## src/sv/lrsm_pkg.sv

```systemverilog
// Shared widths, register indexes, rotation codes and inter-module structs for the mapper.
`default_nettype none
package lrsm_pkg;

   localparam int DIM_W   = 13;
   localparam int COORD_W = 12;
   localparam int PROD_W  = 2 * DIM_W;
   localparam int Q_W     = DIM_W;
   localparam int IDX_W   = 3;

   // largest dimension honored; register values above it are clamped
   localparam int MAX_DIM = 4096;

   // CSR register indexes
   localparam logic [IDX_W-1:0] REG_SOURCE_WIDTH  = 3'd0;
   localparam logic [IDX_W-1:0] REG_SOURCE_HEIGHT = 3'd1;
   localparam logic [IDX_W-1:0] REG_ROTATION      = 3'd2;
   localparam logic [IDX_W-1:0] REG_DEST_WIDTH    = 3'd3;
   localparam logic [IDX_W-1:0] REG_DEST_HEIGHT   = 3'd4;

   // clockwise quarter turns
   localparam logic [1:0] ROT_0   = 2'd0;
   localparam logic [1:0] ROT_90  = 2'd1;
   localparam logic [1:0] ROT_180 = 2'd2;
   localparam logic [1:0] ROT_270 = 2'd3;

   // Settled geometry; the user is to keep it constant while transactions flow, the block does not enforce it
   typedef struct packed {
      logic             ready;
      logic             err;
      logic [1:0]       rot;
      logic [DIM_W-1:0] sw;
      logic [DIM_W-1:0] sh;
      logic [DIM_W-1:0] rw;
      logic [DIM_W-1:0] rh;
      logic [DIM_W-1:0] cw;
      logic [DIM_W-1:0] ch;
      logic [DIM_W-1:0] ox;
      logic [DIM_W-1:0] oy;
   } geom_type;

   // Partial division state handed from cell to cell
   typedef struct packed {
      logic              in_area;
      logic [PROD_W-1:0] rem_x;
      logic [PROD_W-1:0] rem_y;
      logic [Q_W-1:0]    q_x;
      logic [Q_W-1:0]    q_y;
   } div_type;

endpackage
`default_nettype wire

```

## src/sv/lrsm_geom.sv

```systemverilog
// Configuration registers and the multi-cycle letterbox geometry sequencer.
`default_nettype none
module lrsm_geom (
   input  wire                             clock,
   input  wire                             reset,
   input  wire                             csr_valid,
   input  wire  [lrsm_pkg::IDX_W-1:0]      csr_index,
   input  wire  [lrsm_pkg::DIM_W-1:0]      csr_data,
   output lrsm_pkg::geom_type              geom
);

   localparam int DW = lrsm_pkg::DIM_W;
   localparam int PW = lrsm_pkg::PROD_W;
   localparam int CW = $clog2(lrsm_pkg::Q_W);

   typedef enum logic [2:0] {
      G_MUL, G_PROD, G_SEL, G_DIV, G_FIN, G_OFS, G_IDLE
   } gstate_type;

   gstate_type    state_ff, state_in;
   logic [DW-1:0] src_w_ff, src_w_in, src_h_ff, src_h_in;
   logic [DW-1:0] dst_w_ff, dst_w_in, dst_h_ff, dst_h_in;
   logic [1:0]    rot_cfg_ff, rot_cfg_in;
   logic [1:0]    rot_ff, rot_in;
   logic [DW-1:0] sw_ff, sw_in, sh_ff, sh_in, dw_ff, dw_in, dh_ff, dh_in;
   logic [DW-1:0] rw_ff, rw_in, rh_ff, rh_in;
   logic [PW-1:0] p1_ff, p1_in, p2_ff, p2_in;
   logic [PW-1:0] num_ff, num_in;
   logic [DW-1:0] den_ff, den_in;
   logic [DW-1:0] q_ff, q_in;
   logic [CW-1:0] cnt_ff, cnt_in;
   logic          which_ff, which_in;
   logic [DW-1:0] cw_ff, cw_in, ch_ff, ch_in, ox_ff, ox_in, oy_ff, oy_in;
   logic          err_ff, err_in;
   logic [PW-1:0] step;
   logic          quarter;

   function automatic logic [DW-1:0] clamp_dim(input logic [DW-1:0] v);
      if (32'(v) > 32'(lrsm_pkg::MAX_DIM)) begin
         return DW'(lrsm_pkg::MAX_DIM);
      end
      return v;
   endfunction

   assign step    = PW'(den_ff) << cnt_ff;
   assign quarter = (rot_cfg_ff == lrsm_pkg::ROT_90) || (rot_cfg_ff == lrsm_pkg::ROT_270);

   // Sequencer next state
   always_comb begin
      state_in   = state_ff;
      src_w_in   = src_w_ff;
      src_h_in   = src_h_ff;
      dst_w_in   = dst_w_ff;
      dst_h_in   = dst_h_ff;
      rot_cfg_in = rot_cfg_ff;
      rot_in     = rot_ff;
      sw_in      = sw_ff;
      sh_in      = sh_ff;
      dw_in      = dw_ff;
      dh_in      = dh_ff;
      rw_in      = rw_ff;
      rh_in      = rh_ff;
      p1_in      = p1_ff;
      p2_in      = p2_ff;
      num_in     = num_ff;
      den_in     = den_ff;
      q_in       = q_ff;
      cnt_in     = cnt_ff;
      which_in   = which_ff;
      cw_in      = cw_ff;
      ch_in      = ch_ff;
      ox_in      = ox_ff;
      oy_in      = oy_ff;
      err_in     = err_ff;

      unique case (state_ff)
         G_MUL: begin
            sw_in    = clamp_dim(src_w_ff);
            sh_in    = clamp_dim(src_h_ff);
            dw_in    = clamp_dim(dst_w_ff);
            dh_in    = clamp_dim(dst_h_ff);
            rw_in    = quarter ? clamp_dim(src_h_ff) : clamp_dim(src_w_ff);
            rh_in    = quarter ? clamp_dim(src_w_ff) : clamp_dim(src_h_ff);
            rot_in   = rot_cfg_ff;
            state_in = G_PROD;
         end
         G_PROD: begin
            p1_in    = PW'(dw_ff) * PW'(rh_ff);
            p2_in    = PW'(dh_ff) * PW'(rw_ff);
            state_in = G_SEL;
         end
         G_SEL: begin
            // width-limited when dw*rh <= dh*rw, else height-limited
            which_in = !(p1_ff <= p2_ff);
            num_in   = (p1_ff <= p2_ff) ? p1_ff : p2_ff;
            den_in   = (p1_ff <= p2_ff) ? rw_ff : rh_ff;
            q_in     = '0;
            cnt_in   = CW'(lrsm_pkg::Q_W - 1);
            state_in = G_DIV;
         end
         G_DIV: begin
            // restoring division, one quotient bit per cycle
            if (num_ff >= step) begin
               num_in = num_ff - step;
               q_in   = q_ff | (DW'(1) << cnt_ff);
            end
            if (cnt_ff == '0) begin
               state_in = G_FIN;
            end else begin
               cnt_in = cnt_ff - CW'(1);
            end
         end
         G_FIN: begin
            cw_in    = which_ff ? q_ff : dw_ff;
            ch_in    = which_ff ? dh_ff : q_ff;
            state_in = G_OFS;
         end
         G_OFS: begin
            err_in   = (rw_ff == '0) || (rh_ff == '0) || (cw_ff == '0) || (ch_ff == '0);
            ox_in    = (dw_ff - cw_ff) >> 1;
            oy_in    = (dh_ff - ch_ff) >> 1;
            state_in = G_IDLE;
         end
         G_IDLE: begin
            state_in = G_IDLE;
         end
         default: begin
            state_in = G_MUL;
         end
      endcase

      // register writes restart the geometry
      if (csr_valid) begin
         unique case (csr_index)
            lrsm_pkg::REG_SOURCE_WIDTH:  src_w_in   = csr_data;
            lrsm_pkg::REG_SOURCE_HEIGHT: src_h_in   = csr_data;
            lrsm_pkg::REG_ROTATION:      rot_cfg_in = csr_data[1:0];
            lrsm_pkg::REG_DEST_WIDTH:    dst_w_in   = csr_data;
            lrsm_pkg::REG_DEST_HEIGHT:   dst_h_in   = csr_data;
            default: ;
         endcase
         state_in = G_MUL;
      end
   end

   // State and geometry registers
   always_ff @(posedge clock) begin
      if (reset) begin
         state_ff   <= G_MUL;
         src_w_ff   <= DW'(640);
         src_h_ff   <= DW'(480);
         dst_w_ff   <= DW'(640);
         dst_h_ff   <= DW'(480);
         rot_cfg_ff <= lrsm_pkg::ROT_0;
      end else begin
         state_ff   <= state_in;
         src_w_ff   <= src_w_in;
         src_h_ff   <= src_h_in;
         dst_w_ff   <= dst_w_in;
         dst_h_ff   <= dst_h_in;
         rot_cfg_ff <= rot_cfg_in;
      end
      rot_ff   <= rot_in;
      sw_ff    <= sw_in;
      sh_ff    <= sh_in;
      dw_ff    <= dw_in;
      dh_ff    <= dh_in;
      rw_ff    <= rw_in;
      rh_ff    <= rh_in;
      p1_ff    <= p1_in;
      p2_ff    <= p2_in;
      num_ff   <= num_in;
      den_ff   <= den_in;
      q_ff     <= q_in;
      cnt_ff   <= cnt_in;
      which_ff <= which_in;
      cw_ff    <= cw_in;
      ch_ff    <= ch_in;
      ox_ff    <= ox_in;
      oy_ff    <= oy_in;
      err_ff   <= err_in;
   end

   assign geom.ready = (state_ff == G_IDLE);
   assign geom.err   = err_ff;
   assign geom.rot   = rot_ff;
   assign geom.sw    = sw_ff;
   assign geom.sh    = sh_ff;
   assign geom.rw    = rw_ff;
   assign geom.rh    = rh_ff;
   assign geom.cw    = cw_ff;
   assign geom.ch    = ch_ff;
   assign geom.ox    = ox_ff;
   assign geom.oy    = oy_ff;

   // a write always restarts the sequencer
   a_write_restarts: assert property (@(posedge clock) disable iff (reset)
      csr_valid |=> state_ff == G_MUL)
      else $error("geometry not restarted after register write");

endmodule
`default_nettype wire

```

## src/sv/lrsm_div_cell.sv

```systemverilog
// One cell of the division chain: resolves one quotient bit for the x and y lanes.
`default_nettype none
module lrsm_div_cell #(
   parameter int BIT = 0
) (
   input  wire                        clock,
   input  wire                        reset,
   input  wire  [lrsm_pkg::DIM_W-1:0] den_x,
   input  wire  [lrsm_pkg::DIM_W-1:0] den_y,
   input  wire                        in_valid,
   output logic                       in_ready,
   input  lrsm_pkg::div_type          in_data,
   output logic                       out_valid,
   input  wire                        out_ready,
   output lrsm_pkg::div_type          out_data
);

   localparam int PW = lrsm_pkg::PROD_W;

   logic              valid_ff;
   lrsm_pkg::div_type data_ff, data_in;
   logic [PW-1:0]     step_x, step_y;

   assign step_x   = PW'(den_x) << BIT;
   assign step_y   = PW'(den_y) << BIT;
   assign in_ready = !valid_ff || out_ready;

   // compare and subtract for each lane
   always_comb begin
      data_in = in_data;
      if (in_data.rem_x >= step_x) begin
         data_in.rem_x    = in_data.rem_x - step_x;
         data_in.q_x[BIT] = 1'b1;
      end
      if (in_data.rem_y >= step_y) begin
         data_in.rem_y    = in_data.rem_y - step_y;
         data_in.q_y[BIT] = 1'b1;
      end
   end

   always_ff @(posedge clock) begin
      if (reset) begin
         valid_ff <= 1'b0;
      end else if (in_ready) begin
         valid_ff <= in_valid;
      end
      if (in_ready && in_valid) begin
         data_ff <= data_in;
      end
   end

   assign out_valid = valid_ff;
   assign out_data  = data_ff;

endmodule
`default_nettype wire

```

## src/sv/letterbox_rotate_scale_mapper.sv

```systemverilog
// Top level: letterbox test, scaling products, division cell chain and rotation output stage.
//
//  channel  | direction | signals
//  req_     | in        | req_valid, req_ready, req_dest_x, req_dest_y
//  rsp_     | out       | rsp_valid, rsp_ready, rsp_in_content, rsp_src_x, rsp_src_y,
//           |           | rsp_geometry_error
//  csr_     | in        | csr_valid, csr_ready, csr_index, csr_data
//
// One transaction per cycle sustained while rsp_ready stays high and the geometry is settled;
// 16 register stages (an entry stage, a multiply stage, 13 division cells with one quotient
// bit each and the output stage). After reset and after every register write the geometry
// sequencer runs its states, including its iterative divider, with req_ready low. Each
// stage holds its transaction when the next one is full and stalled, so bubbles close up.
`default_nettype none
module letterbox_rotate_scale_mapper (
   input  wire                          clock,
   input  wire                          reset,
   input  wire                          req_valid,
   output logic                         req_ready,
   input  wire  [lrsm_pkg::COORD_W-1:0] req_dest_x,
   input  wire  [lrsm_pkg::COORD_W-1:0] req_dest_y,
   output logic                         rsp_valid,
   input  wire                          rsp_ready,
   output logic                         rsp_in_content,
   output logic [lrsm_pkg::COORD_W-1:0] rsp_src_x,
   output logic [lrsm_pkg::COORD_W-1:0] rsp_src_y,
   output logic                         rsp_geometry_error,
   input  wire                          csr_valid,
   output logic                         csr_ready,
   input  wire  [lrsm_pkg::IDX_W-1:0]   csr_index,
   input  wire  [lrsm_pkg::DIM_W-1:0]   csr_data
);

   localparam int DW = lrsm_pkg::DIM_W;
   localparam int PW = lrsm_pkg::PROD_W;
   localparam int QW = lrsm_pkg::Q_W;
   localparam int XW = lrsm_pkg::COORD_W;

   lrsm_pkg::geom_type geom;

   assign csr_ready = 1'b1;

   lrsm_geom u_geom (
      .clock     (clock),
      .reset     (reset),
      .csr_valid (csr_valid),
      .csr_index (csr_index),
      .csr_data  (csr_data),
      .geom      (geom)
   );

   // Entry stage: letterbox test and offset removal
   logic          a_valid_ff, a_ready;
   logic          a_inside_ff, a_inside_in;
   logic [DW-1:0] a_dx_ff, a_dx_in, a_dy_ff, a_dy_in;
   logic [DW:0]   lim_x, lim_y;
   logic [DW-1:0] x_ext, y_ext;
   logic          b_ready;

   assign x_ext       = {1'b0, req_dest_x};
   assign y_ext       = {1'b0, req_dest_y};
   assign lim_x       = {1'b0, geom.ox} + {1'b0, geom.cw};
   assign lim_y       = {1'b0, geom.oy} + {1'b0, geom.ch};
   assign a_inside_in = !geom.err
                        && (x_ext >= geom.ox) && ({1'b0, x_ext} < lim_x)
                        && (y_ext >= geom.oy) && ({1'b0, y_ext} < lim_y);
   assign a_dx_in     = x_ext - geom.ox;
   assign a_dy_in     = y_ext - geom.oy;
   assign a_ready     = !a_valid_ff || b_ready;
   assign req_ready   = geom.ready && a_ready;

   always_ff @(posedge clock) begin
      if (reset) begin
         a_valid_ff <= 1'b0;
      end else if (a_ready) begin
         a_valid_ff <= req_valid && geom.ready;
      end
      if (req_valid && req_ready) begin
         a_inside_ff <= a_inside_in;
         a_dx_ff     <= a_dx_in;
         a_dy_ff     <= a_dy_in;
      end
   end

   // Multiply stage: offsets times rotated source size feed the division chain
   logic              b_valid_ff;
   lrsm_pkg::div_type b_ff, b_in;
   logic              chain_valid [QW+1];
   logic              chain_ready [QW+1];
   lrsm_pkg::div_type chain_data  [QW+1];

   always_comb begin
      b_in         = '0;
      b_in.in_area = a_inside_ff;
      b_in.rem_x   = PW'(a_dx_ff) * PW'(geom.rw);
      b_in.rem_y   = PW'(a_dy_ff) * PW'(geom.rh);
   end

   assign b_ready = !b_valid_ff || chain_ready[0];

   always_ff @(posedge clock) begin
      if (reset) begin
         b_valid_ff <= 1'b0;
      end else if (b_ready) begin
         b_valid_ff <= a_valid_ff;
      end
      if (b_ready && a_valid_ff) begin
         b_ff <= b_in;
      end
   end

   assign chain_valid[0] = b_valid_ff;
   assign chain_data[0]  = b_ff;

   // Division cells, most significant quotient bit first
   for (genvar k = 0; k < QW; k++) begin : g_cell
      lrsm_div_cell #(.BIT(QW - 1 - k)) u_cell (
         .clock     (clock),
         .reset     (reset),
         .den_x     (geom.cw),
         .den_y     (geom.ch),
         .in_valid  (chain_valid[k]),
         .in_ready  (chain_ready[k]),
         .in_data   (chain_data[k]),
         .out_valid (chain_valid[k+1]),
         .out_ready (chain_ready[k+1]),
         .out_data  (chain_data[k+1])
      );
   end

   // Output stage: undo the rotation
   logic          o_valid_ff, o_ready;
   logic          o_inside_ff;
   logic [XW-1:0] o_sx_ff, o_sx_in, o_sy_ff, o_sy_in;
   logic [DW-1:0] rx, ry, sx_full, sy_full;

   assign rx = chain_data[QW].q_x;
   assign ry = chain_data[QW].q_y;

   always_comb begin
      unique case (geom.rot)
         lrsm_pkg::ROT_90: begin
            sx_full = ry;
            sy_full = geom.sh - DW'(1) - rx;
         end
         lrsm_pkg::ROT_180: begin
            sx_full = geom.sw - DW'(1) - rx;
            sy_full = geom.sh - DW'(1) - ry;
         end
         lrsm_pkg::ROT_270: begin
            sx_full = geom.sw - DW'(1) - ry;
            sy_full = rx;
         end
         default: begin
            sx_full = rx;
            sy_full = ry;
         end
      endcase
      o_sx_in = chain_data[QW].in_area ? sx_full[XW-1:0] : '0;
      o_sy_in = chain_data[QW].in_area ? sy_full[XW-1:0] : '0;
   end

   assign o_ready         = !o_valid_ff || rsp_ready;
   assign chain_ready[QW] = o_ready;

   always_ff @(posedge clock) begin
      if (reset) begin
         o_valid_ff <= 1'b0;
      end else if (o_ready) begin
         o_valid_ff <= chain_valid[QW];
      end
      if (o_ready && chain_valid[QW]) begin
         o_inside_ff <= chain_data[QW].in_area;
         o_sx_ff     <= o_sx_in;
         o_sy_ff     <= o_sy_in;
      end
   end

   assign rsp_valid          = o_valid_ff;
   assign rsp_in_content     = o_inside_ff;
   assign rsp_src_x          = o_sx_ff;
   assign rsp_src_y          = o_sy_ff;
   assign rsp_geometry_error = geom.err;

   a_err_no_content: assert property (@(posedge clock) disable iff (reset)
      rsp_valid && rsp_geometry_error |-> !rsp_in_content)
      else $error("content flagged with geometry error");

   a_border_zero: assert property (@(posedge clock) disable iff (reset)
      rsp_valid && !rsp_in_content |-> (rsp_src_x == '0) && (rsp_src_y == '0))
      else $error("border pixel with nonzero source position");

   a_accept_settled: assert property (@(posedge clock) disable iff (reset)
      req_valid && req_ready |=> $stable(geom.cw) && $stable(geom.ch))
      else $error("geometry moved under an accepted transaction");

endmodule
`default_nettype wire

```

## config.mk

```make
export PLATFORM = sky130hd
export DESIGN_NAME = letterbox_rotate_scale_mapper
export DESIGN_NICKNAME = d
export VERILOG_FILES = /design/src/sv/lrsm_pkg.sv /design/src/sv/lrsm_geom.sv /design/src/sv/lrsm_div_cell.sv /design/src/sv/letterbox_rotate_scale_mapper.sv
export SDC_FILE = /design/constraint.sdc
export NUM_CORES = 2
export LEC_CHECK = 0
export ABC_AREA = 1
export CORE_MARGIN = 4
export CORE_UTILIZATION = 55
export CTS_BUF_LIST = sky130_fd_sc_hd__clkbuf_16
export DETAILED_ROUTE_END_ITERATION = 8
export DONT_BUFFER_PORTS = 1
export PLACE_DENSITY = 0.69
export SETUP_SLACK_MARGIN = 0.15
export SYNTH_ARGS = -nofsm -noshare
export SYNTH_HDL_FRONTEND = slang
export SYNTH_SLANG_ARGS = --single-unit
export TNS_END_PERCENT = 10
```

## constraint.sdc

```tcl
create_clock -name clock -period 6.8 [get_ports clock]
set_input_delay 1.7 -clock clock [delete_from_list [all_inputs] [get_ports clock]]
set_output_delay 1.7 -clock clock [all_outputs]
set_load 0.05 [all_outputs]
```

# Yosys cells after proc, flatten, opt, wreduce, memory -nomap -nowiden
# Cells that the tools add are included.
op_classes:
  n_lt_le_gt_ge: 36
  n_addsub: 38
  bitwise_logic: 1
  n_reduce_logical: 77
  multipliers: 4
  mux: 56
  n_shift: 2
  n_eq_ne: 18
op_table:
  columns: ["operator", "n"]
  rows:
  - ["$mux W26", 26]
  - ["$mux W13", 14]
  - ["$mul A13 B13 Y26", 4]
  - ["$pmux W12 S3", 2]
  - ["$ge A26 B13 Y1", 2]
  - ["$ge A26 B14 Y1", 2]
  - ["$ge A26 B15 Y1", 2]
  - ["$ge A26 B16 Y1", 2]
  - ["$ge A26 B17 Y1", 2]
  - ["$ge A26 B18 Y1", 2]
  - ["$ge A26 B19 Y1", 2]
  - ["$ge A26 B20 Y1", 2]
  - ["$ge A26 B21 Y1", 2]
  - ["$ge A26 B22 Y1", 2]
  - ["$ge A26 B23 Y1", 2]
  - ["$ge A26 B24 Y1", 2]
  - ["$ge A26 B25 Y1", 2]
  - ["$gt A13 B13 Y1 const B", 4]
  - ["$logic_not A13 Y1", 4]
  - ["$pmux W26 S2", 1]
  - ["$sub A26 B14 Y26", 2]
  - ["$sub A26 B15 Y26", 2]
  - ["$sub A26 B16 Y26", 2]
  - ["$sub A26 B17 Y26", 2]
  - ["other kinds (43)", 143]
word_totals:
  word_cells: 365
  regBits: 1209
  inputBits: 45
  output_inout_bits: 29

# Depth between registers and ports, before layout
logic_depth:
  depth_word: 19
  ltp_mapped: 26

# By module
# From an unflattened synthesis, not the netlist that was laid out.
hier_totals:
  hier_cells: 14801
  area_unflattened_um2: 116818.3
by_module_without_submodules:
  columns: ["mod", "cells_per_inst", "n_inst", "area_each_um2", "seq_area_each_um2"]
  rows:
  - ["lrsm_geom", 3382, 1, 27343.7, 8348.0]
  - ["letterbox_rotate_scale_mapper", 2565, 1, 20080.5, 3213.1]
  - ["lrsm_div_cell (g_cell[12].u_cell)", 853, 1, 6035.8, 2392.3]
  - ["lrsm_div_cell (g_cell[11].u_cell)", 791, 1, 5920.7, 2392.3]
  - ["lrsm_div_cell (g_cell[10].u_cell)", 740, 1, 5605.4, 2392.3]
  - ["lrsm_div_cell (g_cell[9].u_cell)", 719, 1, 5491.5, 2392.3]
  - ["lrsm_div_cell (g_cell[7].u_cell)", 688, 1, 5439.0, 2392.3]
  - ["lrsm_div_cell (g_cell[8].u_cell)", 692, 1, 5397.7, 2392.3]
  - ["lrsm_div_cell (g_cell[3].u_cell)", 658, 1, 5253.8, 2392.3]
  - ["lrsm_div_cell (g_cell[6].u_cell)", 667, 1, 5187.5, 2392.3]
  - ["lrsm_div_cell (g_cell[2].u_cell)", 624, 1, 5072.4, 2392.3]
  - ["lrsm_div_cell (g_cell[5].u_cell)", 620, 1, 5064.9, 2392.3]
  - ["lrsm_div_cell (g_cell[4].u_cell)", 591, 1, 5007.3, 2392.3]
  - ["lrsm_div_cell (g_cell[1].u_cell)", 620, 1, 5004.8, 2392.3]
  - ["lrsm_div_cell (g_cell[0].u_cell)", 591, 1, 4913.5, 2392.3]

# Worst setup path after synthesis
# Ideal clock, no wire load.
synth_timing:
  path_kind: "register -> register"
  from: "register u_geom.cnt_ff[0]"
  to: "register u_geom.num_ff[0], enable pin"
  setup_time_ns: 0.489
  arrival_time_ns: 5.393
  slack_ns: 0.917
  stages_incl_launch_ff: 19
  t_required_ns: 6.311
  path_cell_list: "edfxtp_1 buf_2 inv_1 clkbuf_1 nand2_1 nand2_1 inv_1 o21ai_0 nand2_1 o21ai_0 o21ai_0 ha_1 nand2_1 nor2_1 nor3b_1 nand4_1 nand3_1 a31oi_1 o21ai_0"
synth_via:
  elab_chain_len: 4
synth_lines:
  columns: ["item", "line", "rtl"]
  rows:
  - ["start, declared", "lrsm_geom.sv:31", "logic [CW-1:0] cnt_ff, cnt_in;"]
  - ["start signal, assigned", "lrsm_geom.sv:175", "cnt_ff <= cnt_in;"]
  - ["$shl A13 B4 Y26", "lrsm_geom.sv:45", "assign step = PW'(den_ff) << cnt_ff;"]
  - ["$ge A26 B26 Y1", "lrsm_geom.sv:103", "if (num_ff >= step) begin"]
  - ["$ne A2 B1 Y1 (no source line)", null, null]
  - ["$reduce_and A2 Y1 (no source line)", null, null]
  - ["end signal, assigned", "lrsm_geom.sv:172", "num_ff <= num_in;"]
  - ["end, declared", "lrsm_geom.sv:28", "logic [PW-1:0] num_ff, num_in;"]
# No other way between the ends.
# A chain may end at the register's enable or synchronous reset.

# Final worst setup path
layout_timing:
  from: "register u_geom.rh_ff[2]"
  to: "register u_geom.p1_ff[18], data pin"
layout_via:
  elab_chain_len: 1
layout_lines:
  columns: ["item", "line", "rtl"]
  rows:
  - ["start, declared", "lrsm_geom.sv:26", "logic [DW-1:0] rw_ff, rw_in, rh_ff, rh_in;"]
  - ["start signal, assigned", "lrsm_geom.sv:169", "rh_ff <= rh_in;"]
  - ["$mul A13 B13 Y26", "lrsm_geom.sv:88", "p1_in = PW'(dw_ff) * PW'(rh_ff);"]
  - ["end signal, assigned", "lrsm_geom.sv:170", "p1_ff <= p1_in;"]
  - ["end, declared", "lrsm_geom.sv:27", "logic [PW-1:0] p1_ff, p1_in, p2_ff, p2_in;"]
# No other way between the ends.

==> results.txt <==
static leakage: 46.3 nW
EDFF count, synth: 1136
initial drt markers: 5886
final total power: 26.1 mW
DR DRC count: 1
WP data required: 7320 ps
Num CTS Buffers: 139
Pins Over Slew Limit: 0
largest net degree at the start of global routing: 72
Sink Count: 1209
failing checks: DRC
CP Cell Sequence: nand2_1 -> inv_1 -> fa_1 -> inv_1 -> fa_1 -> inv_1 -> fa_1 -> fa_1 -> inv_1 -> fa_1 -> inv_1 -> ha_1 -> a21oi_1 -> o21ai_0 -> a21oi_1 -> inv_1 -> a21oi_1 -> o21ai_0 -> xor2_1
relative slew slack: 0.152
setup bufs post-CTS: 0
DR pass1 iterations: 9
antenna violations before repair: 18
I/O pin count: 74
crit end category: flip-flop
routed length per placed instance: 20.1 um
vias in the first global route: 73250
Die W: 423 um
H-tree lvl count: 4
minimum clock period: 5880 ps
std cell rows: 152
Synth top cells by count: 2356 x nand2_1, 1818 x inv_1, 1136 x edfxtp_1, 799 x ha_1, 708 x a21oi_1
Peak VDD IR: 0.470 mV
HP Class: flip-flop to flip-flop
R2R cell count: 19
slew of the pin with the lowest slew margin: 1260 ps
post-synth top area share: 0.360
synth top area cells: edfxtp_1 36%, fa_1 11%, ha_1 11%, nand2_1 9.3%, inv_1 7.2%
Syn Inst Count: 10809
Max-cap violations: 0
Clock transition at path regs: 70 ps
top-count cell post-synth: nand2_1
period utilisation layout: 0.864
CTS resizes: 0
Buffers & Inverters on Critical Path: 6
CTS Hold Bufs: 0
post-synthesis sequential area ratio: 0.375
DR vias: 73578
Chip Height: 423 um
Post-DRT Antenna Nets: 0
Critical Path Start Type: flip-flop
CP max stage delay: 1120 ps
status: complete, but fails checks
CTS tree: yes
Max Clock Skew: 27.7 ps
CORE AREA: 172000 um2
hold_ws: 405 ps
total grt overflow: 0
Starting Density: 0.553
latest clock arrival within the worst-skew pair: 800 ps
syn avg cell area: 8.77 um2
Crit. path cell count: 19
largest area contributor in the netlist: edfxtp_1
CP delay by family, top: adder cells
Hold Path Cell Cnt: 0
die area: 179000 um2
Mapped Area: 94800 um2
first-pass GRT wire length: 413 mm
P&R area growth vs syn: 7.79%
CP Class: flip-flop to flip-flop
Via density: 5.56
dominant synthesized flop cell: edfxtp_1
CP max stage cell: edfxtp_1
Power Dens Cells: 256 nW/um2
unrepaired setup endpoints after global routing: no
most used cell, CP: inv_1
Async S/R FF share, synth: 0
total track usage: 0.296
largest fanout on the critical path: 28
library cells used by synthesis: 77
final core occ: 0.596
drt total wl: 265 mm
Arr. time, crit path: 6400 ps
yosys warns: 0
layout cell share with drive strength beyond 1: 0.0483
clock root buffer master: clkbuf_16
Mapped Nets: 12170
port bufs: 0
Placer Congestion: 0.961
FMAX: 170 MHz
FF+latch count, synth: 1209
nets: 12140
final setup TNS: 0 ps
Detail Placement HPWL: 208 mm
number of setup violations in the final report: 0
final-report hold violation count: 0
largest buffer count on any clock path: 3
==> stage by stage <==
stage / std cells / area (um2) / worst slack, ps
floorplan: 10809 / 94800 / 917
detailed placement: 12948 / 97300 / 1010
global route: 13220 / 102000 / 597
finish: 13225 / 102000 / 922
global placement: 12948 / 97300 / 1050
CTS: 13205 / 102000 / 988
==> registers in the layout (all words and copies together) (netlist names), 13 cells and up <==
register                 cells
a_dx_ff                     13
a_dy_ff                     13
b_ff                        53
g_cell.u_cell.out_data     793
g_cell.u_cell.out_valid     13
u_geom.ch_ff                13
u_geom.cw_ff                13
u_geom.den_ff               13
u_geom.dh_ff                13
u_geom.dst_h_ff             13
u_geom.dst_w_ff             13
u_geom.dw_ff                13
u_geom.num_ff               26
u_geom.p1_ff                26
u_geom.p2_ff                26
u_geom.q_ff                 13
u_geom.rh_ff                13
u_geom.rw_ff                13
u_geom.src_h_ff             13
u_geom.src_w_ff             13
==> worst reg2reg max path, delay by kind of cell (launching register included) <==
family | cells | cell delay [ps]
fa+ha+maj | 6 | 2650
flops | 1 | 1120
compound gates | 5 | 1070
buf+inv | 6 | 470
xor+xnor | 1 | 180
simple gates | 1 | 120
==> cell type report <==
cell class              instances  area (um2)
fillers                     14985       69300
multi-input cells            7492       51200
flip-flops and latches       1209       35600
inverters                    1840        6910
clock buffers                 142        3550
well taps                    2310        2890
clock inverters               115        1300
repair buffers                 97         728
diodes                         20        50.0
==> worst paths after layout <==
check                                         startpoint                                     end  slack (ps)
hold reg to reg   g_cell[5].u_cell.out_data[8]$_DFFE_PP_  g_cell[6].u_cell.out_data[8]$_DFFE_PP_         410
setup reg to reg               u_geom.rh_ff[2]$_DFFE_PN_              u_geom.p1_ff[18]$_DFFE_PP_         920
setup / recovery               u_geom.rh_ff[2]$_DFFE_PN_              u_geom.p1_ff[18]$_DFFE_PP_         920
hold / removal    g_cell[5].u_cell.out_data[8]$_DFFE_PP_  g_cell[6].u_cell.out_data[8]$_DFFE_PP_         410
==> cells by family (layout without fill, tap and decap cells) <==
| kind of cell | count (synthesis) | after routing | share of synthesized area |
|---|---|---|---|
| compound gates | 1863 | 1863 | 0.108 |
| mux | 7 | 7 | 0.000739 |
| xor+xnor | 514 | 514 | 0.0475 |
| fa+ha+maj | 1316 | 1316 | 0.215 |
| buf+inv | 2108 | 2194 | 0.0859 |
| flops | 1209 | 1209 | 0.375 |
| simple gates | 3791 | 3791 | 0.168 |
| other cells | 1 | 21 | 0.0000395 |
==> layer usage <==
metal	vias up	track usage	part of all wire
met1	35041	0.373	0.40
met4	8	0.163	0.062
met5	-	0	0.00019
met3	554	0.0454	0.063
li1	35640	-	-
met2	2335	0.491	0.47
==> power breakdown <==
group | switching (mW) | leakage, nW | internal (mW) | total (mW)
Sequential | 0.281 | 11.0 | 8.67 | 8.95
Clock | 3.27 | 2.46 | 4.69 | 7.95
Combinational | 5.86 | 32.9 | 3.38 | 9.24
==> cells in the final DEF, fill, tap and decap left out, types with 11 or more instances in the layout <==
master / count
inv_1: 1835
ha_1: 799
nand3_2: 11
fa_1: 517
xor2_1: 285
buf_4: 97
o2111ai_1: 12
dfxtp_1: 73
o21bai_1: 35
a31oi_1: 43
nand4_1: 114
o211ai_1: 22
bufinv_16: 22
nand3_1: 288
edfxtp_1: 1136
diode_2: 20
clkinv_1: 28
a21oi_1: 708
clkbuf_16: 142
a211oi_1: 18
nand2_1: 2356
o21ai_0: 681
a21o_1: 61
nor4_1: 101
nor3_1: 122
nor2_1: 633
o21a_1: 27
nand3b_1: 22
o21ai_1: 144
xnor2_1: 229
a21oi_2: 13
a21boi_0: 23
o21ai_2: 22
nor2_2: 12
nor2_4: 13
inv_2: 25
clkinv_2: 17
or2_2: 75
Power figures use the tool's default switching activity.
